## config.mk

```make
export PLATFORM = sky130hd
export DESIGN_NAME = frame_timestamp_gap_monitor_flat
export DESIGN_NICKNAME = d
export VERILOG_FILES = /design/src/rtl/core/ftgm_pkg.sv /design/src/rtl/core/ftgm_chan_if.sv /design/src/rtl/core/frame_timestamp_gap_monitor.sv /design/src/flat_wrapper.sv
export SDC_FILE = /design/constraint.sdc
export NUM_CORES = 2
export LEC_CHECK = 0
export ABC_AREA = 0
export BUFFER_PORTS_ARGS = -buffer_cell sky130_fd_sc_hd__buf_2
export CORE_MARGIN = 3
export CORE_UTILIZATION = 40
export CTS_CLUSTER_SIZE = 25
export DETAILED_ROUTE_END_ITERATION = 6
export HOLD_SLACK_MARGIN = 0.1
export PLACE_DENSITY = 0.65
export RECOVER_POWER = 100
export SYNTH_ARGS = -nofsm -noshare
export SYNTH_HDL_FRONTEND = slang
export SYNTH_SLANG_ARGS = --single-unit
```

## constraint.sdc

```tcl
create_clock -name clk -period 23.6 [get_ports clk]
set_input_delay 1.18 -clock clk [delete_from_list [all_inputs] [get_ports clk]]
set_output_delay 1.18 -clock clk [all_outputs]
set_load 0.02 [all_outputs]
```

## src/rtl/core/ftgm_pkg.sv

```systemverilog
// Shared types, constants and codes of the frame timestamp gap monitor.
package ftgm_pkg;

    localparam int COUNT_BITS_DEFAULT = 32;
    localparam int DIV_STEPS          = 64;
    localparam int DIV_CNT_W          = $clog2(DIV_STEPS);
    localparam int CFG_INDEX_W        = 2;
    localparam int CFG_DATA_W         = 32;
    localparam int BYTE_W             = 48;

    localparam logic [31:0] TICKS_PER_SECOND  = 32'd10_000_000;
    localparam logic [63:0] SIGN64            = 64'h8000_0000_0000_0000;
    localparam logic [31:0] INTERVAL_RESET    = 32'd333_333;
    localparam logic [15:0] DURATION_RESET    = 16'd10;

    localparam logic [CFG_INDEX_W-1:0] CFG_FRAME_INTERVAL = 2'd0;
    localparam logic [CFG_INDEX_W-1:0] CFG_DURATION       = 2'd1;
    localparam logic [CFG_INDEX_W-1:0] CFG_FINALIZE       = 2'd2;

    typedef enum logic [1:0] {
        DISC_NONE       = 2'd0,
        DISC_REGRESSION = 2'd1,
        DISC_GAP        = 2'd2
    } disc_t;

    typedef enum logic [2:0] {
        STOP_RUNNING    = 3'd0,
        STOP_DURATION   = 3'd1,
        STOP_END        = 3'd2,
        STOP_READ_ERROR = 3'd3,
        STOP_ERROR_FLAG = 3'd4,
        STOP_ABORTED    = 3'd5
    } stop_t;

    typedef enum logic [3:0] {
        S_IDLE,
        S_EVAL,
        S_REG,
        S_STEP,
        S_GAP,
        S_DIV,
        S_DROP,
        S_NORM,
        S_LIMIT,
        S_EMIT
    } state_t;

    typedef struct packed {
        logic signed [63:0] event_time;
        logic               sample_present;
        logic [31:0]        sample_bytes;
        logic               read_failed;
        logic               error_flag;
        logic               tick_flag;
        logic               type_changed;
        logic               stream_end;
    } event_word_t;

    typedef struct packed {
        logic [31:0]        frame_sequence;
        logic [1:0]         discontinuity;
        logic [31:0]        frames_missed;
        logic signed [63:0] normalized_time;
        logic [2:0]         stop_reason;
        logic [47:0]        byte_total;
        logic [31:0]        tick_total;
        logic [31:0]        regression_total;
    } result_word_t;

endpackage

```

## src/rtl/core/ftgm_chan_if.sv

```systemverilog
// Valid/ready channel interface carrying one word of a given type.
interface ftgm_chan_if #(
    parameter type word_t = logic
);
    logic  valid;
    logic  ready;
    word_t data;

    modport source (output valid, output data, input ready);
    modport sink   (input valid, input data, output ready);
endinterface

```

## src/rtl/core/frame_timestamp_gap_monitor.sv

```systemverilog
// Frame timestamp gap monitor: sequencer around one shared 64-bit subtractor.
//
//  channel    | direction | word          | handshake
//  -----------+-----------+---------------+--------------------------
//  event_ch   | in        | event_word_t  | valid/ready
//  result_ch  | out       | result_word_t | valid/ready, output register
//  cfg_*      | in        | 32-bit data   | write enable, no wait
//
// A word is taken only in the idle state and then owns the datapath until its result is
// loaded into the output register. A word with no result returns to idle, a stop word goes
// to S_EMIT, a sample runs S_REG, S_NORM, S_LIMIT, S_EMIT; a later one that does not regress
// adds S_STEP and S_GAP, and a gap with a nonzero interval a 64-step restoring divide (S_DIV)
// on the shared subtractor and S_DROP. Reset clears counters and flags, loads the register
// defaults; a stalled output holds the sequencer in its emit state, and takes no input word.
module frame_timestamp_gap_monitor
    import ftgm_pkg::*;
#(
    parameter int COUNT_BITS = COUNT_BITS_DEFAULT
) (
    input  logic                   clk,
    input  logic                   rst_n,
    input  logic                   cfg_we,
    input  logic [CFG_INDEX_W-1:0] cfg_index,
    input  logic [CFG_DATA_W-1:0]  cfg_data,
    ftgm_chan_if.sink              event_ch,
    ftgm_chan_if.source            result_ch
);

    localparam logic [COUNT_BITS-1:0] CountMax  = {COUNT_BITS{1'b1}};
    localparam logic [DIV_CNT_W-1:0]  DivLast   = DIV_CNT_W'(DIV_STEPS - 1);
    localparam logic [BYTE_W-1:0]     ByteMax   = {BYTE_W{1'b1}};

    state_t state_reg, state_next;

    logic [31:0]            interval_reg;
    logic [15:0]            duration_reg;
    logic                   finalize_reg;

    event_word_t            in_reg;
    logic [63:0]            first_time_reg;
    logic [63:0]            previous_time_reg;
    logic                   have_first_reg;
    logic [COUNT_BITS-1:0]  sample_count_reg;
    logic [COUNT_BITS-1:0]  tick_count_reg;
    logic [COUNT_BITS-1:0]  regression_count_reg;
    logic [BYTE_W-1:0]      bytes_seen_reg;
    logic                   stopped_reg;

    logic [63:0]            step_reg;
    logic [31:0]            rem_reg;
    logic [DIV_CNT_W-1:0]   div_cnt_reg;
    logic [63:0]            norm_reg;
    logic [39:0]            limit_reg;
    logic [COUNT_BITS-1:0]  seq_reg;
    disc_t                  disc_reg;
    logic [31:0]            dropped_reg;
    stop_t                  reason_reg;

    result_word_t           out_reg;
    logic                   out_valid_reg;

    logic [63:0]            alu_a;
    logic [63:0]            alu_b;
    logic [64:0]            alu_diff;
    logic                   alu_borrow;
    logic [32:0]            trial;
    logic [33:0]            gap_limit;
    logic [BYTE_W:0]        byte_sum;
    logic                   out_free;
    logic                   is_stop_event;
    logic [63:0]            seq_wide;
    logic [63:0]            tick_wide;
    logic [63:0]            regr_wide;

    assign alu_diff   = {1'b0, alu_a} - {1'b0, alu_b};
    assign alu_borrow = alu_diff[64];
    assign trial      = {rem_reg, step_reg[63]};
    assign gap_limit  = {2'b00, interval_reg} + {3'b000, interval_reg[31:1]};
    assign byte_sum   = {1'b0, bytes_seen_reg} + (BYTE_W + 1)'(in_reg.sample_bytes);
    assign out_free   = !out_valid_reg || result_ch.ready;
    assign is_stop_event = in_reg.read_failed || in_reg.error_flag
                        || in_reg.type_changed || in_reg.stream_end;
    assign seq_wide   = 64'(seq_reg);
    assign tick_wide  = 64'(tick_count_reg);
    assign regr_wide  = 64'(regression_count_reg);

    always_comb
    begin
        state_next = state_reg;
        unique case (state_reg)
            S_IDLE:
            begin
                if (event_ch.valid)
                begin
                    state_next = S_EVAL;
                end
            end
            S_EVAL:
            begin
                priority if (stopped_reg)
                    state_next = S_IDLE;
                else if (is_stop_event)
                    state_next = S_EMIT;
                else if (!in_reg.sample_present)
                    state_next = S_IDLE;
                else
                    state_next = S_REG;
            end
            S_REG:
            begin
                priority if (alu_borrow)
                    state_next = S_NORM;
                else if (sample_count_reg != '0)
                    state_next = S_STEP;
                else
                    state_next = S_NORM;
            end
            S_STEP:  state_next = S_GAP;
            S_GAP:
            begin
                if (alu_borrow && interval_reg != '0)
                    state_next = S_DIV;
                else
                    state_next = S_NORM;
            end
            S_DIV:
            begin
                if (div_cnt_reg == DivLast)
                begin
                    state_next = S_DROP;
                end
            end
            S_DROP:  state_next = S_NORM;
            S_NORM:  state_next = S_LIMIT;
            S_LIMIT: state_next = S_EMIT;
            S_EMIT:
            begin
                if (out_free)
                begin
                    state_next = S_IDLE;
                end
            end
            default: state_next = S_IDLE;
        endcase
    end

    always_comb
    begin
        event_ch.ready = (state_reg == S_IDLE);
        alu_a = '0;
        alu_b = '0;
        unique case (state_reg)
            S_REG:
            begin
                alu_a = in_reg.event_time ^ SIGN64;
                alu_b = previous_time_reg ^ SIGN64;
            end
            S_STEP:
            begin
                alu_a = in_reg.event_time;
                alu_b = previous_time_reg;
            end
            S_GAP:
            begin
                alu_a = 64'(gap_limit);
                alu_b = step_reg;
            end
            S_DIV:
            begin
                alu_a = 64'(trial);
                alu_b = 64'(interval_reg);
            end
            S_DROP:
            begin
                alu_a = step_reg;
                alu_b = 64'd1;
            end
            S_NORM:
            begin
                alu_a = in_reg.event_time;
                alu_b = first_time_reg;
            end
            S_LIMIT:
            begin
                alu_a = norm_reg;
                alu_b = 64'(limit_reg);
            end
            default:
            begin
                alu_a = '0;
                alu_b = '0;
            end
        endcase
    end

    assign result_ch.valid = out_valid_reg;
    assign result_ch.data  = out_reg;

    always_ff @(posedge clk or negedge rst_n)
    begin
        if (!rst_n)
        begin
            state_reg            <= S_IDLE;
            interval_reg         <= INTERVAL_RESET;
            duration_reg         <= DURATION_RESET;
            finalize_reg         <= 1'b0;
            first_time_reg       <= '0;
            previous_time_reg    <= '0;
            have_first_reg       <= 1'b0;
            sample_count_reg     <= '0;
            tick_count_reg       <= '0;
            regression_count_reg <= '0;
            bytes_seen_reg       <= '0;
            stopped_reg          <= 1'b0;
            div_cnt_reg          <= '0;
            out_valid_reg        <= 1'b0;
        end
        else
        begin
            state_reg <= state_next;

            if (cfg_we)
            begin
                unique case (cfg_index)
                    CFG_FRAME_INTERVAL: interval_reg <= cfg_data;
                    CFG_DURATION:       duration_reg <= cfg_data[15:0];
                    CFG_FINALIZE:       finalize_reg <= cfg_data[0];
                    default:            ;
                endcase
            end

            if (state_reg == S_EMIT && out_free)
            begin
                out_valid_reg <= 1'b1;
            end
            else if (result_ch.ready)
            begin
                out_valid_reg <= 1'b0;
            end

            unique case (state_reg)
                S_IDLE:
                begin
                    if (event_ch.valid)
                    begin
                        in_reg <= event_ch.data;
                    end
                end
                S_EVAL:
                begin
                    disc_reg    <= DISC_NONE;
                    dropped_reg <= '0;
                    norm_reg    <= '0;
                    seq_reg     <= sample_count_reg;
                    if (stopped_reg)
                    begin
                        reason_reg <= STOP_RUNNING;
                    end
                    else
                    begin
                        priority if (in_reg.read_failed || in_reg.error_flag)
                        begin
                            stopped_reg <= 1'b1;
                            if (!finalize_reg || sample_count_reg == '0)
                                reason_reg <= STOP_ABORTED;
                            else if (in_reg.read_failed)
                                reason_reg <= STOP_READ_ERROR;
                            else
                                reason_reg <= STOP_ERROR_FLAG;
                        end
                        else
                        begin
                            if (in_reg.tick_flag && tick_count_reg != CountMax)
                            begin
                                tick_count_reg <= tick_count_reg + 1'b1;
                            end
                            priority if (in_reg.type_changed)
                            begin
                                stopped_reg <= 1'b1;
                                reason_reg  <= STOP_ABORTED;
                            end
                            else if (in_reg.stream_end)
                            begin
                                stopped_reg <= 1'b1;
                                reason_reg  <= (sample_count_reg == '0) ? STOP_ABORTED
                                                                        : STOP_END;
                            end
                            else if (in_reg.sample_present && !have_first_reg)
                            begin
                                first_time_reg    <= in_reg.event_time;
                                previous_time_reg <= in_reg.event_time;
                                have_first_reg    <= 1'b1;
                                reason_reg        <= STOP_RUNNING;
                            end
                            else
                            begin
                                reason_reg <= STOP_RUNNING;
                            end
                        end
                    end
                end
                S_REG:
                begin
                    if (alu_borrow)
                    begin
                        disc_reg <= DISC_REGRESSION;
                        if (regression_count_reg != CountMax)
                        begin
                            regression_count_reg <= regression_count_reg + 1'b1;
                        end
                    end
                end
                S_STEP:
                begin
                    step_reg <= alu_diff[63:0];
                end
                S_GAP:
                begin
                    rem_reg     <= '0;
                    div_cnt_reg <= '0;
                    if (alu_borrow)
                    begin
                        disc_reg <= DISC_GAP;
                    end
                end
                S_DIV:
                begin
                    // Step register shifts out the dividend and takes in the quotient.
                    rem_reg     <= alu_borrow ? trial[31:0] : alu_diff[31:0];
                    step_reg    <= {step_reg[62:0], !alu_borrow};
                    div_cnt_reg <= div_cnt_reg + 1'b1;
                end
                S_DROP:
                begin
                    priority if (alu_borrow)
                        dropped_reg <= '0;
                    else if (alu_diff[63:32] != '0)
                        dropped_reg <= '1;
                    else
                        dropped_reg <= alu_diff[31:0];
                end
                S_NORM:
                begin
                    if (in_reg.tick_flag)
                    begin
                        disc_reg <= DISC_GAP;
                    end
                    norm_reg          <= alu_diff[63:0];
                    bytes_seen_reg    <= byte_sum[BYTE_W] ? ByteMax : byte_sum[BYTE_W-1:0];
                    previous_time_reg <= in_reg.event_time;
                    seq_reg           <= sample_count_reg;
                    if (sample_count_reg != CountMax)
                    begin
                        sample_count_reg <= sample_count_reg + 1'b1;
                    end
                    limit_reg <= 40'(duration_reg) * 40'(TICKS_PER_SECOND);
                end
                S_LIMIT:
                begin
                    if (!norm_reg[63] && !alu_borrow)
                    begin
                        stopped_reg <= 1'b1;
                        reason_reg  <= STOP_DURATION;
                    end
                end
                S_EMIT:
                begin
                    if (out_free)
                    begin
                        out_reg.frame_sequence   <= seq_wide[31:0];
                        out_reg.discontinuity    <= disc_reg;
                        out_reg.frames_missed    <= dropped_reg;
                        out_reg.normalized_time  <= norm_reg;
                        out_reg.stop_reason      <= reason_reg;
                        out_reg.byte_total       <= bytes_seen_reg;
                        out_reg.tick_total       <= tick_wide[31:0];
                        out_reg.regression_total <= regr_wide[31:0];
                    end
                end
                default:
                begin
                end
            endcase
        end
    end

    a_stop_sticky: assert property (@(posedge clk) disable iff (!rst_n)
        stopped_reg |=> stopped_reg)
        else $error("Stopped flag cleared without reset.");

    a_div_runs: assert property (@(posedge clk) disable iff (!rst_n)
        (state_reg == S_DIV && div_cnt_reg != DivLast) |=> state_reg == S_DIV)
        else $error("Divide left before its last step.");

    a_count_mono: assert property (@(posedge clk) disable iff (!rst_n)
        1'b1 |=> sample_count_reg >= $past(sample_count_reg))
        else $error("Sample count went down.");

    a_stop_word: assert property (@(posedge clk) disable iff (!rst_n)
        (out_valid_reg && out_reg.stop_reason != STOP_RUNNING
            && out_reg.stop_reason != STOP_DURATION)
        |-> (out_reg.discontinuity == DISC_NONE && out_reg.frames_missed == '0
            && out_reg.normalized_time == '0))
        else $error("Stop word carries sample fields.");

endmodule

```

## src/flat_wrapper.sv

```systemverilog
// flat-port wrapper written by rule: the top's interface ports become plain ports
module frame_timestamp_gap_monitor_flat import ftgm_pkg::*;
#(
    parameter int COUNT_BITS = COUNT_BITS_DEFAULT
)
  (clk, rst_n, cfg_we, cfg_index, cfg_data, event_ch_valid, event_ch_data, event_ch_ready, result_ch_valid, result_ch_data, result_ch_ready);
  ftgm_chan_if #(.word_t(event_word_t)) event_ch_i ();
  ftgm_chan_if #(.word_t(result_word_t)) result_ch_i ();
  input  logic clk;
  input  logic rst_n;
  input  logic cfg_we;
  input  logic [CFG_INDEX_W-1:0] cfg_index;
  input  logic [CFG_DATA_W-1:0] cfg_data;
  input wire logic [$bits(event_ch_i.valid)-1:0] event_ch_valid;
  input wire logic [$bits(event_ch_i.data)-1:0] event_ch_data;
  output wire logic [$bits(event_ch_i.ready)-1:0] event_ch_ready;
  output wire logic [$bits(result_ch_i.valid)-1:0] result_ch_valid;
  output wire logic [$bits(result_ch_i.data)-1:0] result_ch_data;
  input wire logic [$bits(result_ch_i.ready)-1:0] result_ch_ready;
  assign event_ch_i.valid = event_ch_valid;
  assign event_ch_i.data = event_ch_data;
  assign event_ch_ready = event_ch_i.ready;
  assign result_ch_valid = result_ch_i.valid;
  assign result_ch_data = result_ch_i.data;
  assign result_ch_i.ready = result_ch_ready;
  frame_timestamp_gap_monitor #(.COUNT_BITS(COUNT_BITS)) u_core (.clk(clk), .rst_n(rst_n), .cfg_we(cfg_we), .cfg_index(cfg_index), .cfg_data(cfg_data), .event_ch(event_ch_i), .result_ch(result_ch_i));
endmodule
```

Word-level counts from Yosys, hierarchy flattened
Index checks and enable logic that the tools add are counted.
{ "classes": {"add_sub_neg": 7, "mul": 1, "div_mod_pow": 0, "magnitude_cmp": 0, "eq_ne": 27, "shift": 0, "n_mux": 48, "bitwise_logic": 6, "n_reduce_logical": 50} }
{ "op_table": {"columns": ["cell", "n"], "rows": [
  ["case mux 64 bit (7 select lines)", 1],
  ["case mux 64 bit (2 select lines)", 3],
  ["case mux 64 bit (6 select lines)", 1],
  ["2-to-1 mux 64 bit", 5],
  ["case mux 32 bit (2 select lines)", 2],
  ["adder 32 x 1 -> 32 bit (second input constant)", 3],
  ["2-to-1 mux 32 bit", 3],
  ["inequality test 32 bit (second input constant)", 3],
  ["nonzero test 32 bit", 3],
  ["subtractor 64 x 64 -> 65 bit", 1],
  ["adder 48 x 32 -> 49 bit", 1],
  ["2-to-1 mux 48 bit", 1],
  ["case mux 4 bit (10 select lines)", 1],
  ["adder 32 x 31 -> 33 bit", 1],
  ["multiplier 16 x 17 -> 33 bit (second input constant)", 1],
  ["logical NOT 32 bit", 1],
  ["2-to-1 mux 3 bit", 9],
  ["2-to-1 mux 4 bit", 6],
  ["AND reduction 2 bit", 11],
  ["== test 4 x 3 -> 1 bit (second input constant)", 4],
  ["AND reduction 3 bit", 5],
  ["inequality test 2 x 1 -> 1 bit (second input constant)", 7],
  ["case mux 6 bit (2 select lines)", 1],
  ["AND reduction 6 bit", 2],
  ["24 further kinds", 63]
]} }
{ "word_totals": {"ff_bits": 943, "latchBits": 0, "ramBits": 0, "mem_bits_ro": 0, "input_bits": 141, "out_inout_bits": 247, "memories": 0} }

Longest topological paths before layout
{ "depth": {"depth_word": 8, "depth_mapped": 31, "mapped_depth_nobuf": 28} }

Least setup slack after synthesis
No wires, ideal clock.
{ "synth_timing": {"path_kind": "in2reg", "startpoint": "input result_ch_ready", "endpoint": "register u_core.out_reg (netlist bit u_core.result_ch.data[0]) (enable)", "setup_ps": 1151, "arrival_time_ps": 17840, "required_time_ps": 22449, "slack_ps": 4609, "path_stages": 3, "n_path_buf": 0, "cell_sequence": "nand2b_1 -> nand2_1 -> nor3_1"} }
{ "synth_via": {"elab_chain_len": 2} }
{ "synth_lines": {"columns": ["item", "line", "source"], "rows": [
  ["start, declared", "flat_wrapper.sv:19", "input wire logic [$bits(result_ch_i.ready)-1:0] result_ch_ready;"],
  ["logical OR 1 bit", "frame_timestamp_gap_monitor.sv:80", "assign out_free = !out_valid_reg || result_ch.ready;"],
  ["AND reduction 3 bit (no source line)", null, null],
  ["end, declared", "frame_timestamp_gap_monitor.sv:59", "result_word_t out_reg;"]
]} }
No other way between the ends.
A chain may end at the register's enable or synchronous reset.

Worst setup path after layout
{ "layout_timing": {"startpoint": "register u_core.state_reg[2]", "endpoint": "register u_core.dropped_reg[23], data pin"} }
{ "layout_via": {"elab_chain_len": 8, "word_cells_on_any_way": 16, "classes_between": "1 x add/sub; 8 x eq/ne; 5 x mux; 2 x reduce/logical"} }
{ "layout_lines": {"columns": ["item", "line", "source"], "rows": [
  ["start, declared", "frame_timestamp_gap_monitor.sv:33", "state_t state_reg, state_next;"],
  ["start signal, assigned", "frame_timestamp_gap_monitor.sv:220", "state_reg <= state_next;"],
  ["== test 4 x 2 -> 1 bit / == test 4 x 3 -> 1 bit (equally long branches)", "frame_timestamp_gap_monitor.sv:152", "unique case (state_reg)"],
  ["OR reduction 2 bit (no source line)", null, null],
  ["case mux 64 bit (6 select lines)", "frame_timestamp_gap_monitor.sv:152", null],
  ["subtractor 64 x 64 -> 65 bit", "frame_timestamp_gap_monitor.sv:75", "assign alu_diff = {1'b0, alu_a} - {1'b0, alu_b};"],
  ["nonzero test 32 bit", "frame_timestamp_gap_monitor.sv:337", "else if (alu_diff[63:32] != '0)"],
  ["2-to-1 mux 32 bit", "frame_timestamp_gap_monitor.sv:337", null],
  ["2-to-1 mux 32 bit", "frame_timestamp_gap_monitor.sv:335", "priority if (alu_borrow)"],
  ["case mux 32 bit (2 select lines) *", "frame_timestamp_gap_monitor.sv:241", "unique case (state_reg)"],
  ["end signal, assigned", "frame_timestamp_gap_monitor.sv:340", "dropped_reg <= alu_diff[31:0];"],
  ["end, declared", "frame_timestamp_gap_monitor.sv:56", "logic [31:0] dropped_reg;"]
]} }
Every way passes the cells marked *; elsewhere a longest branch is shown, timed or not.

==> flow_results.org <==
** Min path
- Depth of the worst hold-timing path :: 0
- In this run the worst hold path is classified as reg2reg.

** Clock tree
- CTS tree :: yes
- Clock root cell :: clkbuf_16
- Post-CTS clock slew at the launch and capture registers of the worst setup and hold paths :: 0.06 ns
- For the worst-skew pair, the clock arrives at the later sink with an insertion delay of 0.71 ns.
- In this run the post-CTS setup repair buffer count came out at 0.
- After clock tree synthesis, the repair step resized 0 gates.
- Number of buffers added by the clock tree synthesis step :: 103
- The clock drives about 940 sinks.
- In this run, post-CTS hold repair placed 0 buffers.
- Clock H-tree levels :: 3
- Clk buf depth :: 3

** Synth
- Counting flops with an async set or reset pin after synthesis yields a share of 35.4%.
- The largest total area in the synthesized netlist belongs to edfxtp_1.
- The synthesized netlist occupies a cell area of ~48000 sq um.
- For this run, the register share of the synthesized area comes to approximately 55%.
- In this run, distinct cell masters in the synthesized netlist total a little over 90.
- The synthesized netlist devotes between 10% and 20% of its cell area to compound gates.
- After synthesis, the largest family of logic cells by area is compound AO/OA/AOI/OAI gates.
- Top-area cell type share of the netlist area :: roughly two fifths
- The average instance in the mapped netlist occupies about 12 sq um.
- During synthesis, Yosys emitted a total of 0 warnings.
- Multiplexer share of the synthesized area :: approximately 3.7%
- Counting flops with a built-in enable in the synthesized netlist gives 609.
- Ranked by total cell area, the synthesized netlist is headed by edfxtp_1 (38%), dfrtp_1 (17%), ha_1 (7.7%), mux2_2 (3.6%), fa_1 (2.9%).
- Synthesis produced a netlist with a net count of between 4000 and 5000.
- Cells after synthesis :: between 4000 and 5000
- Post-synth top flop :: edfxtp_1
- Counting flops and latches in the post-synthesis netlist gives roughly 940.
- Of the total synthesized cell area, the portion taken by AND, OR, NAND and NOR gates is 9.41%.
- Xor/xnor share of the synthesized area :: 4.08%
- Post-synthesis adder-cell area fraction :: a little over a tenth

** GRT
- The via count of the first global-routing pass came to ~34000.
- Entering global routing, the biggest net connects between 150 and 200 pins.
- The first global-routing pass estimated 211000 microns of wire.
- Met1 track demand over resource :: 30.5%
- Met3 Resource Use GR :: 4.28%
- Met2 Track Usage GR :: about a third
- GRT overflow :: 0
- Initial antenna violation count :: 6
- GRT Util Overall :: between 20 and 25%
- Highest-utilization routing layer at the global route stage :: met2

** Routing
- Wirelength per Cell :: between 20 and 25 microns
- Via count :: ~34000
- Number of search-and-repair iterations in the first detailed-routing pass :: 7
- Vias per cell :: 5.64
- Count of antenna-violating nets left after detailed routing :: 0
- The first routing iteration left around 3600 violations.
- Drt total wl :: about 140000 microns
- For this run, design rule violations remaining after detail routing come to 9.

** STA
- Final Hold Vio Count :: 0
- Slew Viols, Final :: approximately 1600
- Post-route clock skew :: 0.0519 ns
- Setup violations remaining at the end of the flow were counted as 0.
- Worst Max-Slew Pin Slew :: about 9 ns
- In this run the tightest slew margin relative to its limit is -495%.
- Setup repair after global routing left no endpoint under its margin.
- Time the final worst path needs with I/O delays and setup :: 13.87 ns
- In the finished design, the share of the clock period the worst path needs comes to roughly three fifths.
- Total negative setup slack :: 0 ns
- Derived from the worst setup path, the maximum achievable clock frequency is 72.1 MHz.

** Critical path
- Endpoint class of the critical path :: flop
- Worst r2r path cells :: 19
- Of all nets on the critical path, the largest fanout is 94.
- Data on the critical path is required at its endpoint by 24.10 ns.
- The setup path with the least slack is of type reg2reg.
- At the worst endpoint, the arrival time is 14.37 ns.
- Sort of element at the start of the critical path :: flop

** Place
- Once detailed placement completed, the half-perimeter wirelength came to 100000 microns.
- Port buffer count :: 387
- Summing all placed instances gives a cell area of between 50000 and 60000 sq um.
- Final estimated routing congestion in global placement :: approximately 0.96

** Floorplanning
- The core region is 119000 sq um.
- In this run the count of I/O pins placed on the die edge is 388.
- The floorplan step defined a die boundary enclosing between 100000 and 150000 sq um.
- In this run the vertical extent of the chip is around 350 microns.
- Once the floorplan was initialized, standard cells occupied 40.5% of the core.
- The initialized floorplan defines roughly 130 standard-cell rows.
- In this run the horizontal extent of the chip is about 350 microns.

** Status
- The checks that failed: design-rule violations, max-capacitance violations, max-slew violations.
- The run finished, with violations left.

** Final layout
- In the final layout, the share of cells above drive strength 1 is 11.0%.
- Layout net count :: about 4900
- Leaving out fill and tap cells, the most frequent cell in the layout is edfxtp_1.
- Total of fill cells in the finished design :: ~11000
- Area growth from synthesis to layout :: 13.8%
- Final std cell area, no fill :: between 50000 and 60000 sq um
- Number of flip-flops under the largest register name :: 245
- Commonest cells after routing, fill and taps aside :: edfxtp_1 (609), clkbuf_1 (326), dfrtp_1 (324)

** Job
- Number of violations of the max-capacitance limit :: 30
[routing by layer]
metal	up-vias	wire length (microns)
met2	1536	63400
met4	2	4250
met1	16843	59900
met5	-	13
met3	248	11700
li1	15581	-
[cells by family after synthesis]
kind of cell | count (synthesis)
and+or+nand+nor | 971
DFF | 943
AOI/OAI and AO/OA | 917
buffers and inverters | 427
adders and majority gates | 365
xor gates and xnor gates | 224
muxes | 157
[worst paths after layout]
check / slack (ns) / startpoint / to
max: 9.73 / u_core.state_reg[2]$_DFFE_PN0P_ / u_core.dropped_reg[23]$_SDFFCE_PP0P_
min: 0.42 / u_core.seq_reg[26]$_DFFE_PP_ / u_core.result_ch.data[239]$_DFFE_PP_
max reg2reg: 9.73 / u_core.state_reg[2]$_DFFE_PN0P_ / u_core.dropped_reg[23]$_SDFFCE_PP0P_
min reg2reg: 0.42 / u_core.seq_reg[26]$_DFFE_PP_ / u_core.result_ch.data[239]$_DFFE_PP_
max in group asynchronous: 12.90 / rst_n / u_core.previous_time_reg[40]$_DFFE_PN0P_
min in group asynchronous: 2.55 / rst_n / u_core.bytes_seen_reg[8]$_DFFE_PN0P_
[synth_stat cells, drive strengths merged (118+ instances only)]
master	instances
clkbuf	118
nand2	310
mux2	152
edfxtp	609
inv	268
dfrtp	324
xnor2	141
o21ai	194
a222oi	123
ha	296
a21oi	253
nor2	294
[through the flow]
stage | hold slack, ns | util, % | setup WS [ns] | cells
CTS | 0.406 | 46.6 | 15.53 | 6058
global route | 0.421 | 46.1 | 8.26 | 6058
detailed placement | 0.405 | 43.6 | 15.56 | 5863
finish | 0.416 | 46.1 | 9.73 | 6061
floorplan | 0.400 | - | 4.61 | 4004
global placement | 0.402 | 43.6 | 15.74 | 5863
[critical path, cell delays in order (launching register included)]
cell and delay (ns):
dfrtp_1 0.80, nand2b_1 0.40, nor2_4 0.17, clkbuf_1 2.83, clkbuf_1 2.96, a222oi_1 0.25, inv_1 0.18, a221oi_1 0.10
ha_1 0.55, a21oi_1 0.11, o21ai_0 0.40, a22oi_1 0.14, o211ai_1 0.38, a2111oi_0 0.24, o31ai_1 0.33, a21oi_1 0.11
o21ai_0 1.40, clkbuf_1 0.66, nand2_1 1.06, a21oi_1 0.47
[final cells by class]
class	instances	area, sq um	area share [%]
clock inverters	54	764	1.40
clock buffers	141	2860	5.23
repair buffers	417	1730	3.17
inverters	269	1010	1.85
multi-input cells	2634	19700	36.0
flip-flops and latches	943	26700	48.7
diodes	3	7.51	0.0137
well taps	1600	2000	3.66
Power is left out: the tool's default activity adds up to more than one toggle a clock period on the data nets, which glitch-free logic cannot reach.
